[config.mk]
export PLATFORM = sky130hd
export DESIGN_NAME = top_k_element_tracker
export DESIGN_NICKNAME = d
export VERILOG_FILES = /design/src/design/tket_pkg.sv /design/src/design/tket_cell.sv /design/src/design/top_k_element_tracker.sv
export SDC_FILE = /design/constraint.sdc
export NUM_CORES = 2
export LEC_CHECK = 0
export BUFFER_PORTS_ARGS = -buffer_cell sky130_fd_sc_hd__clkbuf_2
export CAP_MARGIN = 40
export CORE_MARGIN = 3
export CORE_UTILIZATION = 49
export CTS_CLUSTER_SIZE = 25
export DETAILED_ROUTE_END_ITERATION = 12
export PLACE_DENSITY = 0.72
export SLEW_MARGIN = 20
export SYNTH_ARGS = -nofsm -noshare
export SYNTH_HDL_FRONTEND = slang
export SYNTH_SLANG_ARGS = --single-unit
[constraint.sdc]
create_clock -name clk_i -period 11.8 [get_ports clk_i]
set_clock_uncertainty 0.15 [all_clocks]
set_input_delay 2.36 -clock clk_i [delete_from_list [all_inputs] [get_ports clk_i]]
set_output_delay 2.36 -clock clk_i [all_outputs]
set_load 0.03 [all_outputs]
[src/design/tket_pkg.sv]
package tket_pkg;

  localparam int MAX_KEEP   = 16;
  localparam int INDEX_BITS = 16;
  localparam int VALUE_BITS = 32;
  localparam int KEEP_W     = 5;
  localparam int CNT_W      = $clog2(MAX_KEEP + 1);
  localparam int APB_AW     = 3;
  localparam int APB_DW     = 32;

  localparam logic [KEEP_W-1:0] KEEP_RESET = KEEP_W'(10);

  typedef enum logic {
    REG_KEEP_COUNT = 1'b0,
    REG_MAG_RANK   = 1'b1
  } reg_sel_e;

  typedef enum logic {
    OP_OFFER = 1'b0,
    OP_FLUSH = 1'b1
  } op_e;

  typedef enum logic {
    ST_IDLE  = 1'b0,
    ST_FLUSH = 1'b1
  } state_e;

  typedef struct packed {
    op_e                           operation;
    logic [INDEX_BITS-1:0]         elem_row;
    logic [INDEX_BITS-1:0]         elem_col;
    logic signed [VALUE_BITS-1:0]  elem_value;
  } in_item_t;

  typedef struct packed {
    logic                          out_valid;
    logic [INDEX_BITS-1:0]         out_row;
    logic [INDEX_BITS-1:0]         out_col;
    logic signed [VALUE_BITS-1:0]  out_value;
    logic                          out_last;
  } out_item_t;

  typedef struct packed {
    logic [INDEX_BITS-1:0]         row;
    logic [INDEX_BITS-1:0]         col;
    logic signed [VALUE_BITS-1:0]  value;
  } entry_t;

  typedef struct packed {
    logic insert;
    logic shift_out;
    logic active;
    logic write;
    logic mag_rank;
  } cell_ctrl_t;

  localparam logic [VALUE_BITS-1:0] SIGN_BIT = {1'b1, {(VALUE_BITS-1){1'b0}}};
  localparam logic [VALUE_BITS-1:0] MAX_POS  = {1'b0, {(VALUE_BITS-1){1'b1}}};

  // Unsigned key whose order matches the ranking order of the value.
  function automatic logic [VALUE_BITS-1:0] key_of(logic [VALUE_BITS-1:0] v,
                                                   logic abs_m);
    logic [VALUE_BITS-1:0] k;
    if (!abs_m) begin
      k = v ^ SIGN_BIT;
    end else if (!v[VALUE_BITS-1]) begin
      k = v;
    end else if (v == SIGN_BIT) begin
      k = MAX_POS;
    end else begin
      k = (~v) + VALUE_BITS'(1);
    end
    return k;
  endfunction

endpackage

[src/design/tket_cell.sv]
module tket_cell (
  input  logic                                clk_i,
  input  tket_pkg::cell_ctrl_t                ctrl_i,
  input  tket_pkg::entry_t                    new_entry_i,
  input  logic [tket_pkg::VALUE_BITS-1:0]     new_key_i,
  input  tket_pkg::entry_t                    left_i,
  input  tket_pkg::entry_t                    right_i,
  input  logic                                found_i,
  output logic                                found_o,
  output tket_pkg::entry_t                    entry_o
);
  import tket_pkg::*;

  entry_t                entry_q;
  entry_t                entry_d;
  logic [VALUE_BITS-1:0] own_key;
  logic                  greater;
  logic                  take_new;
  logic                  take_left;

  always_comb begin
    own_key   = key_of(entry_q.value, ctrl_i.mag_rank);
    greater   = own_key > new_key_i;
    found_o   = found_i | (ctrl_i.active & ~greater);
    take_new  = ctrl_i.insert & ctrl_i.write & ~found_i & (~ctrl_i.active | ~greater);
    take_left = ctrl_i.insert & ctrl_i.write & found_i;
    entry_d   = entry_q;
    priority if (ctrl_i.shift_out) begin
      entry_d = right_i;
    end else if (take_new) begin
      entry_d = new_entry_i;
    end else if (take_left) begin
      entry_d = left_i;
    end else begin
      entry_d = entry_q;
    end
  end

  always_ff @(posedge clk_i) begin
    entry_q <= entry_d;
  end

  assign entry_o = entry_q;

endmodule

[src/design/top_k_element_tracker.sv]
// Top-k element tracker.
// Items enter on item_i, accepted at a rising edge with start_i high and busy_o low.
// An offer produces no result; a new offer may follow in every cycle while busy_o
// is low. The list lives in a row of cells; each cell compares its
// own key with the new key in parallel and the insert point ripples down the row.
// A flush with n held entries raises busy_o while the row shifts toward the head;
// result_o carries one entry per cycle with strobe_o high, the first once the state
// register has entered ST_FLUSH and the result register has taken the head entry,
// the final one marked by out_last. A flush of an empty list gives one result with
// out_valid low in the cycle right after acceptance and does not raise busy_o. The
// receiver cannot stall: every result stands on result_o for exactly one cycle.
// Throughput is one offer per cycle while busy_o is low; after a flush the next beat
// is taken once busy_o has fallen.
// keep_count sits at byte address 0 and the magnitude-ranking flag at byte
// address 4 of the APB port; the user must write them only while the block is idle,
// which the block itself does not enforce. Reset empties the list, sets keep_count
// to 10 and clears the ranking flag; cell contents are not reset.
module top_k_element_tracker (
  input  logic                          clk_i,
  input  logic                          rst_ni,
  input  logic                          start_i,
  output logic                          busy_o,
  input  tket_pkg::in_item_t            item_i,
  output logic                          strobe_o,
  output tket_pkg::out_item_t           result_o,
  input  logic                          psel,
  input  logic                          penable,
  input  logic                          pwrite,
  input  logic [tket_pkg::APB_AW-1:0]   paddr,
  input  logic [tket_pkg::APB_DW-1:0]   pwdata,
  output logic [tket_pkg::APB_DW-1:0]   prdata,
  output logic                          pready
);
  import tket_pkg::*;

  state_e             state_q, state_d;
  logic [CNT_W-1:0]   fill_q, fill_d;
  logic [CNT_W-1:0]   cnt_q, cnt_d;
  logic [KEEP_W-1:0]  keep_q;
  logic               abs_q;
  logic               strobe_q, strobe_d;
  out_item_t          result_q, result_d;

  logic               accept;
  logic               do_offer;
  logic               do_flush;
  logic               cfg_wr;
  reg_sel_e           reg_sel;
  logic [CNT_W-1:0]   limit;
  logic [CNT_W-1:0]   newfill;
  logic [CNT_W:0]     fill_inc;
  logic [VALUE_BITS-1:0] new_key;
  entry_t             new_entry;

  entry_t             ent   [MAX_KEEP];
  logic               found [MAX_KEEP+1];
  cell_ctrl_t         ctrl  [MAX_KEEP];

  assign accept   = start_i & ~busy_o;
  assign do_offer = accept & (item_i.operation == OP_OFFER);
  assign do_flush = accept & (item_i.operation == OP_FLUSH);
  assign busy_o   = (state_q == ST_FLUSH);

  assign pready  = 1'b1;
  assign reg_sel = reg_sel_e'(paddr[2]);
  assign cfg_wr  = psel & penable & pwrite & pready;

  always_comb begin
    unique case (reg_sel)
      REG_KEEP_COUNT: prdata = APB_DW'(keep_q);
      REG_MAG_RANK:   prdata = APB_DW'(abs_q);
      default:        prdata = '0;
    endcase
  end

  always_ff @(posedge clk_i or negedge rst_ni) begin
    if (!rst_ni) begin
      keep_q <= KEEP_RESET;
      abs_q  <= 1'b0;
    end else if (cfg_wr) begin
      unique case (reg_sel)
        REG_KEEP_COUNT: keep_q <= pwdata[KEEP_W-1:0];
        REG_MAG_RANK:   abs_q  <= pwdata[0];
        default: ;
      endcase
    end
  end

  always_comb begin
    if (keep_q == '0) begin
      limit = CNT_W'(1);
    end else if (32'(keep_q) > 32'(MAX_KEEP)) begin
      limit = CNT_W'(MAX_KEEP);
    end else begin
      limit = CNT_W'(keep_q);
    end
    fill_inc = {1'b0, fill_q} + (CNT_W+1)'(1);
    if (fill_inc > {1'b0, limit}) begin
      newfill = limit;
    end else begin
      newfill = fill_inc[CNT_W-1:0];
    end
  end

  assign new_key   = key_of(item_i.elem_value, abs_q);
  assign new_entry = '{row: item_i.elem_row, col: item_i.elem_col, value: item_i.elem_value};

  assign found[0] = 1'b0;

  for (genvar i = 0; i < MAX_KEEP; i++) begin : g_cell
    entry_t left_ent;
    entry_t right_ent;
    if (i == 0) begin : g_head
      assign left_ent = '0;
    end else begin : g_body
      assign left_ent = ent[i-1];
    end
    if (i == MAX_KEEP - 1) begin : g_tail
      assign right_ent = '0;
    end else begin : g_inner
      assign right_ent = ent[i+1];
    end

    assign ctrl[i] = '{insert:    do_offer,
                       shift_out: busy_o,
                       active:    (CNT_W+1)'(i) < {1'b0, fill_q},
                       write:     (CNT_W+1)'(i) < {1'b0, newfill},
                       mag_rank:  abs_q};

    tket_cell u_cell (
      .clk_i       (clk_i),
      .ctrl_i      (ctrl[i]),
      .new_entry_i (new_entry),
      .new_key_i   (new_key),
      .left_i      (left_ent),
      .right_i     (right_ent),
      .found_i     (found[i]),
      .found_o     (found[i+1]),
      .entry_o     (ent[i])
    );
  end

  always_comb begin
    state_d  = state_q;
    fill_d   = fill_q;
    cnt_d    = cnt_q;
    strobe_d = 1'b0;
    result_d = '0;
    unique case (state_q)
      ST_IDLE: begin
        if (do_offer) begin
          fill_d = newfill;
        end else if (do_flush) begin
          fill_d = '0;
          if (fill_q == '0) begin
            strobe_d          = 1'b1;
            result_d.out_last = 1'b1;
          end else begin
            cnt_d   = fill_q;
            state_d = ST_FLUSH;
          end
        end
      end
      ST_FLUSH: begin
        strobe_d           = 1'b1;
        result_d.out_valid = 1'b1;
        result_d.out_row   = ent[0].row;
        result_d.out_col   = ent[0].col;
        result_d.out_value = ent[0].value;
        result_d.out_last  = (cnt_q == CNT_W'(1));
        cnt_d              = cnt_q - CNT_W'(1);
        if (cnt_q == CNT_W'(1)) begin
          state_d = ST_IDLE;
        end
      end
      default: state_d = ST_IDLE;
    endcase
  end

  always_ff @(posedge clk_i or negedge rst_ni) begin
    if (!rst_ni) begin
      state_q  <= ST_IDLE;
      fill_q   <= '0;
      cnt_q    <= '0;
      strobe_q <= 1'b0;
    end else begin
      state_q  <= state_d;
      fill_q   <= fill_d;
      cnt_q    <= cnt_d;
      strobe_q <= strobe_d;
    end
  end

  always_ff @(posedge clk_i) begin
    result_q <= result_d;
  end

  assign strobe_o = strobe_q;
  assign result_o = result_q;

  a_fill_bound: assert property (@(posedge clk_i) disable iff (!rst_ni)
    32'(fill_q) <= 32'(MAX_KEEP))
    else $error("list fill exceeds the cell count");

  a_flush_beats: assert property (@(posedge clk_i) disable iff (!rst_ni)
    busy_o |=> strobe_o && result_o.out_valid)
    else $error("flush cycle without a result beat");

  a_empty_last: assert property (@(posedge clk_i) disable iff (!rst_ni)
    strobe_o && !result_o.out_valid |-> result_o.out_last)
    else $error("empty-list beat without last marker");

  a_empty_flush: assert property (@(posedge clk_i) disable iff (!rst_ni)
    do_flush && fill_q == '0 |=> strobe_o && !result_o.out_valid && !busy_o)
    else $error("empty flush did not give a single beat");

  a_no_beat_idle: assert property (@(posedge clk_i) disable iff (!rst_ni)
    !busy_o && !do_flush |=> !strobe_o)
    else $error("result beat without a flush");

endmodule
**Yosys cells after proc, flatten, opt, wreduce, memory -nomap -nowiden**

Cells that the tools add are included.

- Magnitude comparators: 50
- Divide/modulo/power cells: 0
- Bitwise logic cells: 196
- Equality and inequality tests: 21
- Add/subtract/negate cells: 19
- Reductions and logical operators: 23
- Muxes and demuxes: 118
- Multipliers: 0
- Shift-type cells: 0

Operators with widths:

| operator | count |
|---|---|
| 2-to-1 mux 64 bit | 46 |
| 2-to-1 mux 32 bit | 51 |
| adder 32 x 1 -> 32 bit (second input constant) | 17 |
| == test 32 bit (second input constant) | 17 |
| NOT 32 bit | 17 |
| greater-than comparator 32 bit | 16 |
| bitwise AND 1 bit | 82 |
| less-than comparator 4 x 5 -> 1 bit (first input constant) | 16 |
| NOT 1 bit | 67 |
| 2-to-1 mux 65 bit | 1 |
| case mux 32 bit (2 select lines) | 1 |
| nonzero test 3 bit | 14 |
| less-than comparator 3 x 5 -> 1 bit (first input constant) | 8 |
| 2-to-1 mux 5 bit | 8 |
| OR 1 bit | 30 |
| less-than comparator 1 x 5 -> 1 bit (first input constant) | 4 |
| less-than comparator 2 x 5 -> 1 bit (first input constant) | 4 |
| zero test 5 bit | 2 |
| case mux 5 bit (2 select lines) | 1 |
| 2-to-1 mux 1 bit | 7 |
| adder 5 x 1 -> 6 bit (second input constant) | 1 |
| greater-than comparator 6 x 5 -> 1 bit | 1 |
| != test 2 bit (second input constant) | 3 |
| case mux 1 bit (2 select lines) | 3 |
| 6 further kinds | 10 |

- Register bits after elaboration: 1108
- Word-level logic and storage cells: 486
- Memories kept: 0
- Bits in read-only memories: 0
- Latch bits: 0
- Memory bits (writable): 0

**Logic depth before layout (Yosys ltp)**

- Word-level depth: 26
- Depth in mapped cells: 32
- Mapped depth without buffers: 27

**By module**

A second synthesis with hierarchy kept.

- Cells, all modules: 9888
- Area total of the unflattened synthesis: 94765.9 um^2

Modules (own cells, without submodules):

| module | area each (um^2) | instances | cells each |
|---|---|---|---|
| tket_cell (g_cell[10].u_cell ...) | 5734.2 | 11 | 563 |
| tket_cell (g_cell[0].u_cell ...) | 5456.5 | 2 | 629 |
| tket_cell (g_cell[1].u_cell) | 5589.1 | 1 | 660 |
| tket_cell (g_cell[7].u_cell) | 5454.0 | 1 | 627 |
| tket_cell (g_cell[5].u_cell) | 5317.6 | 1 | 624 |
| top_k_element_tracker | 4415.5 | 1 | 526 |

**Least setup slack after synthesis**

No wires, ideal clock.

- Path type: input to register
- Start point: in item_i[0] (netlist name)
- End point: reg g_cell[9].u_cell.entry_q, in the netlist g_cell[9].u_cell.entry_o[0], enable pin
- Library setup time: 0.574 ns
- Cell stages on the path: 25
- Arrival time: 13.362 ns
- Required time: 11.076 ns
- Setup slack: -2.286 ns
- Cells stage by stage: clkbuf_1 > or3_1 > or3_1 > or3_1 > nor3_1 > nand2_1 > nor3_1 > nand2_1 > or3_1 > or3_1 > or3_1 > o21a_1 > o21ai_0 > ha_1 > nand4_1 > nor4_1 > nand3_1 > or3_1 > a211o_1 > a21boi_1 > nor4_4 > nand2_2 > nor2_1 > and3_1 > o21ai_0

- Longest elaborated chain between the ends: 20
- Elaborated cells on any way between the ends: 49

Ends and longest elaborated chain:

| item | RTL line | RTL |
|---|---|---|
| from (decl) | top_k_element_tracker.sv:23 | `input tket_pkg::in_item_t item_i,` |
| NOT 32 bit | tket_pkg.sv:71 | `k = (~v) + VALUE_BITS'(1);` |
| adder 32 x 1 -> 32 bit | tket_pkg.sv:71 |  |
| 2-to-1 mux 32 bit | tket_pkg.sv:68 | `end else if (v == SIGN_BIT) begin` |
| 2-to-1 mux 32 bit | tket_pkg.sv:66 | `end else if (!v[VALUE_BITS-1]) begin` |
| 2-to-1 mux 32 bit (*) | tket_pkg.sv:64 | `if (!abs_m) begin` |
| greater-than comparator 32 bit | tket_cell.sv:23 | `greater = own_key > new_key_i;` |
| NOT 1 bit | tket_cell.sv:24 | `found_o = found_i \| (ctrl_i.active & ~greater);` |
| bitwise AND 1 bit | tket_cell.sv:24 |  |
| OR 1 bit (8 in a row) | tket_cell.sv:24 |  |
| NOT 1 bit | tket_cell.sv:25 | `take_new = ctrl_i.insert & ctrl_i.write & ~found_i & (~ctrl_i.active \| ~greater);` |
| bitwise AND 1 bit (2 in a row) | tket_cell.sv:25 |  |
| nonzero test 3 bit (no line) (*) | -- |  |
| to (signal assigned) | tket_cell.sv:40 | `entry_q <= entry_d;` |
| to (decl) | tket_cell.sv:14 | `entry_t entry_q;` |

Mark *: on every way between the ends. The rest lies on a longest branch, timed or not.
A chain may end at the register's enable or synchronous reset.

**Worst setup path in the final report**

- Start point: in item_i[1] (netlist name)
- End point: reg g_cell[9].u_cell.entry_q, in the netlist g_cell[9].u_cell.entry_o[8], enable pin

The elaborated chain is that of the path after synthesis.

==> flow_metrics.py <==
metrics = {
    "status": {
        "run_status": "finished, final reports clean",
    },
    "power_and_ir_drop": {
        "peakVddDrop_uv": 289,
        "netSwitchingFraction_pct": 47.2,
        "powerDensity_mw_per_mm2": 331,
        "power_switching_mw": 14.1,
        "p_clk_share_pct": 14.6,
        "p_seq_share_pct": 34.5,
        "internal_power_mw": 15.8,
        "pwr-share-comb_pct": 51.0,
        "p_leak_nw": 37.2,
    },
    "clock_network": {
        "cts-buffers-inserted": 133,
        "clkTransAtPathRegs_ns": 0.06,
        "cts_resized": 0,
        "ctsLongestPathBuffers": 3,
        "cts.sinks": 1108,
        "cts-hold-fix-buffers": 0,
        "cts.root.buffer_cell": "clkbuf_16",
        "htree_num_levels": 4,
        "cts_setup_buffers": 0,
        "clock_latency_ns": 0.84,
        "cts_tree": "done",
    },
    "sta": {
        "slew_viol_final": 0,
        "rsz0062_at_grt": "no",
        "hold_ws_ns": 0.327,
        "period_minus_slack_ns": 10.60,
        "fin_crit_sh_pct": 89.8,
        "fmax_mhz": 94.3,
        "setup_viol": 0,
        "tightest_slew_ns": 1.18,
        "slew_headroom_pct": 21.2,
        "worst_slack_ns": 1.20,
        "hold_viol": 0,
        "finalSetupTns_ns": 0,
    },
    "place": {
        "pre_cts_slack_ns": 0.687,
        "dp.cells": 11100,
        "numPortBuffers": 149,
        "place.gp.congestion": 1.04,
        "place_hpwl_um": 227000,
        "dpl-instance-area_mm2": 0.0853,
    },
    "global_routing": {
        "grt_pass1_wl_um": 470000,
        "antenna_found_initial": 23,
        "grtUsageTotal_pct": 37.0,
        "grt_max_degree": 274,
        "grt_remaining_overflow": 0,
        "grt_pass1_vias": 70900,
    },
    "critical_path": {
        "end_kind": "flop",
        "crit_family": "simple AND/OR/NAND/NOR gates",
        "crit_arrival_ns": 10.96,
        "path_buf_inv": 4,
        "cp-start-kind": "primary input",
        "slowest_delay_ns": 0.69,
        "slowest_stage": "a2111oi_0",
        "critPathMaxFanout": 32,
        "critPathRequiredTime_ns": 12.16,
        "criticalPathCategory": "in -> reg",
        "cp_common_cell": "or3_1",
    },
    "layout": {
        "final_common_cell": "nand2_1",
        "multi_input_area_mm2": 0.0456,
        "stdcell_count": 11300,
        "n_fill_cell": 14400,
        "fin_area_mm2": 0.0903,
        "mostFrequentLayoutCells": "nand2_1 (1582), edfxtp_1 (960), o21ai_0 (653), mux2i_1 (593), nor2_1 (547)",
        "final_nets": 9640,
        "seqCellArea_mm2": 0.0319,
        "syn_to_final_growth_pct": 11.6,
        "drive_above_1_share_pct": 8.80,
    },
    "logic_synthesis": {
        "synth.yosys.seq_area_share_pct": 39.4,
        "synth_area_mm2": 0.0809,
        "syn_avg_cell_area_um2": 8.89,
        "synth_async_sr_flop_share_pct": 1.62,
        "synth_cells": 9093,
        "ys_ff_latch": 1108,
        "synth_edf_count": 960,
        "synth_ff_type": "edfxtp_1",
        "yosysWarnings": 0,
        "synth_cell_types": 93,
    },
    "drt": {
        "wl_per_cell_um": 28.6,
        "routed_wl_um": 324000,
        "drc": 0,
        "dr_total_vias": 76500,
        "ant_nets": 0,
        "drt_iter0_markers": 11600,
        "drt-vias-per-instance": 6.75,
        "first_pass_iters": 9,
    },
    "floorplan": {
        "die_h_um": 412,
        "core-area_mm2": 0.163,
        "die_w_um": 412,
        "ios": 207,
        "initial_core_util_pct": 49.5,
        "dieArea_mm2": 0.170,
        "rows": 148,
    },
    "min_path": {
        "hold_path_class": "reg -> reg",
    },
    "job": {
        "cap_violations": 0,
    },
}
-- layer usage --
layer | share of wire (%) | up-vias | GRT usage, %
li1 | - | 33500 | -
met1 | 37 | 36400 | 47.2
met2 | 42 | 5297 | 54.0
met3 | 13 | 1332 | 11.0
met4 | 8.1 | 24 | 24.6
met5 | 0.052 | - | 0
-- worst register-to-register path, stage by stage, from the launching register on --
cell	delay, ns
edfxtp_1	0.60
nor3_1	0.43
nand2b_1	0.21
nor4_1	0.20
nand3_1	0.17
or3_1	0.37
or3_1	0.38
or3_1	0.37
or3_1	0.36
or3_1	0.38
or3_1	0.36
or4_1	0.48
o21ai_0	0.12
ha_1	0.19
nand4_1	0.14
nor4_1	0.52
nand3_1	0.19
or3_1	0.35
a211o_1	0.35
a21boi_1	0.46
nor4_4	0.11
buf_4	0.21
nand2_2	0.11
buf_4	0.18
nor2_1	0.07
and3_1	0.20
o21ai_4	0.57
buf_12	0.30
-- through the flow --
step	total power, mW	utilization [%]
3_5_place_dp	24.8	52.2
6_report	29.9	55.3
5_1_grt	31.5	55.3
3_3_place_gp	24.2	52.0
4_1_cts	29.2	55.0
2_1_floorplan	19.3	-
-- cell usage after synthesis (68+ instances only) --
| cell | count | area, um^2 |
|---|---|---|
| xor2_1 | 133 | 1160 |
| nand4_1 | 102 | 638 |
| nand2_1 | 1590 | 5970 |
| a31oi_1 | 88 | 551 |
| xnor2_1 | 170 | 1490 |
| mux2i_1 | 593 | 5940 |
| or3_1 | 122 | 763 |
| dfxtp_1 | 130 | 2600 |
| o21ai_0 | 672 | 3360 |
| a21o_1 | 137 | 1030 |
| and2_1 | 92 | 576 |
| o31ai_1 | 68 | 510 |
| nor2_1 | 548 | 2060 |
| o311ai_0 | 130 | 1140 |
| edfxtp_1 | 960 | 28800 |
| nor3_1 | 138 | 691 |
| ha_1 | 490 | 6130 |
| o21ai_1 | 70 | 350 |
| inv_1 | 267 | 1000 |
| nor2b_1 | 144 | 901 |
| a21oi_1 | 498 | 2490 |
| buf_2 | 81 | 405 |
| nand3_1 | 261 | 1310 |
| a221o_1 | 136 | 1360 |
| o221ai_1 | 129 | 1130 |
| clkbuf_1 | 530 | 1990 |
| nor4_1 | 84 | 526 |
-- registers in the layout, summed over array words and instances (netlist names) --
name,flops
g_cell.u_cell.entry_o,1024
result_o,66
cnt_q,5
fill_q,5
keep_q,5
abs_q,1
busy_o,1
strobe_o,1
-- cell type report --
type,instances,share of cell area (%)
clock buffer,185,4.16
sequential,1108,35.3
antenna,10,0.0277
clock inverter,61,0.893
inverter,268,1.12
multi-input combinational,7053,50.5
tap,2175,3.01
timing repair buffer,480,4.92
-- logic make-up after synthesis --
logic type | after synthesis | share of synthesized area (%)
buffers and inverters | 958 | 4.82
adder cells (fa/ha/maj) | 500 | 7.70
other | 2 | 0.00929
AND/OR/NAND/NOR | 3382 | 19.4
multiplexers | 602 | 7.46
AO/OA/AOI/OAI | 2238 | 17.9
XOR/XNOR | 303 | 3.28
flip-flops | 1108 | 39.4
-- final timing paths --
| path | start | end | slack, ns | depth (start not counted) |
|---|---|---|---|---|
| max reg2reg | g_cell[0].u_cell.entry_o[1] | g_cell[9].u_cell.entry_o[8] | 2.95 | 27 |
| min reg2reg | g_cell[0].u_cell.entry_o[34] | result_o[35] | 0.33 | 1 |
| max in group asynchronous | rst_ni | busy_o | 9.70 | 1 |
| max | item_i[1] | g_cell[9].u_cell.entry_o[8] | 1.20 | 31 |
| min in group asynchronous | rst_ni | keep_q[2] | 1.36 | 1 |
| min | g_cell[0].u_cell.entry_o[34] | result_o[35] | 0.33 | 1 |
-- power by group through the flow --
stage	logic, mW	clock network [mW]	registers (mW)
after floorplan	10.1	0	9.13
after global placement	14.1	0	10.1
after detailed placement	14.7	0	10.1
after CTS	14.7	4.37	10.1
after global routing	16.6	4.52	10.4
final	15.2	4.35	10.3
No activity file was read; power rests on OpenSTA's default activity.
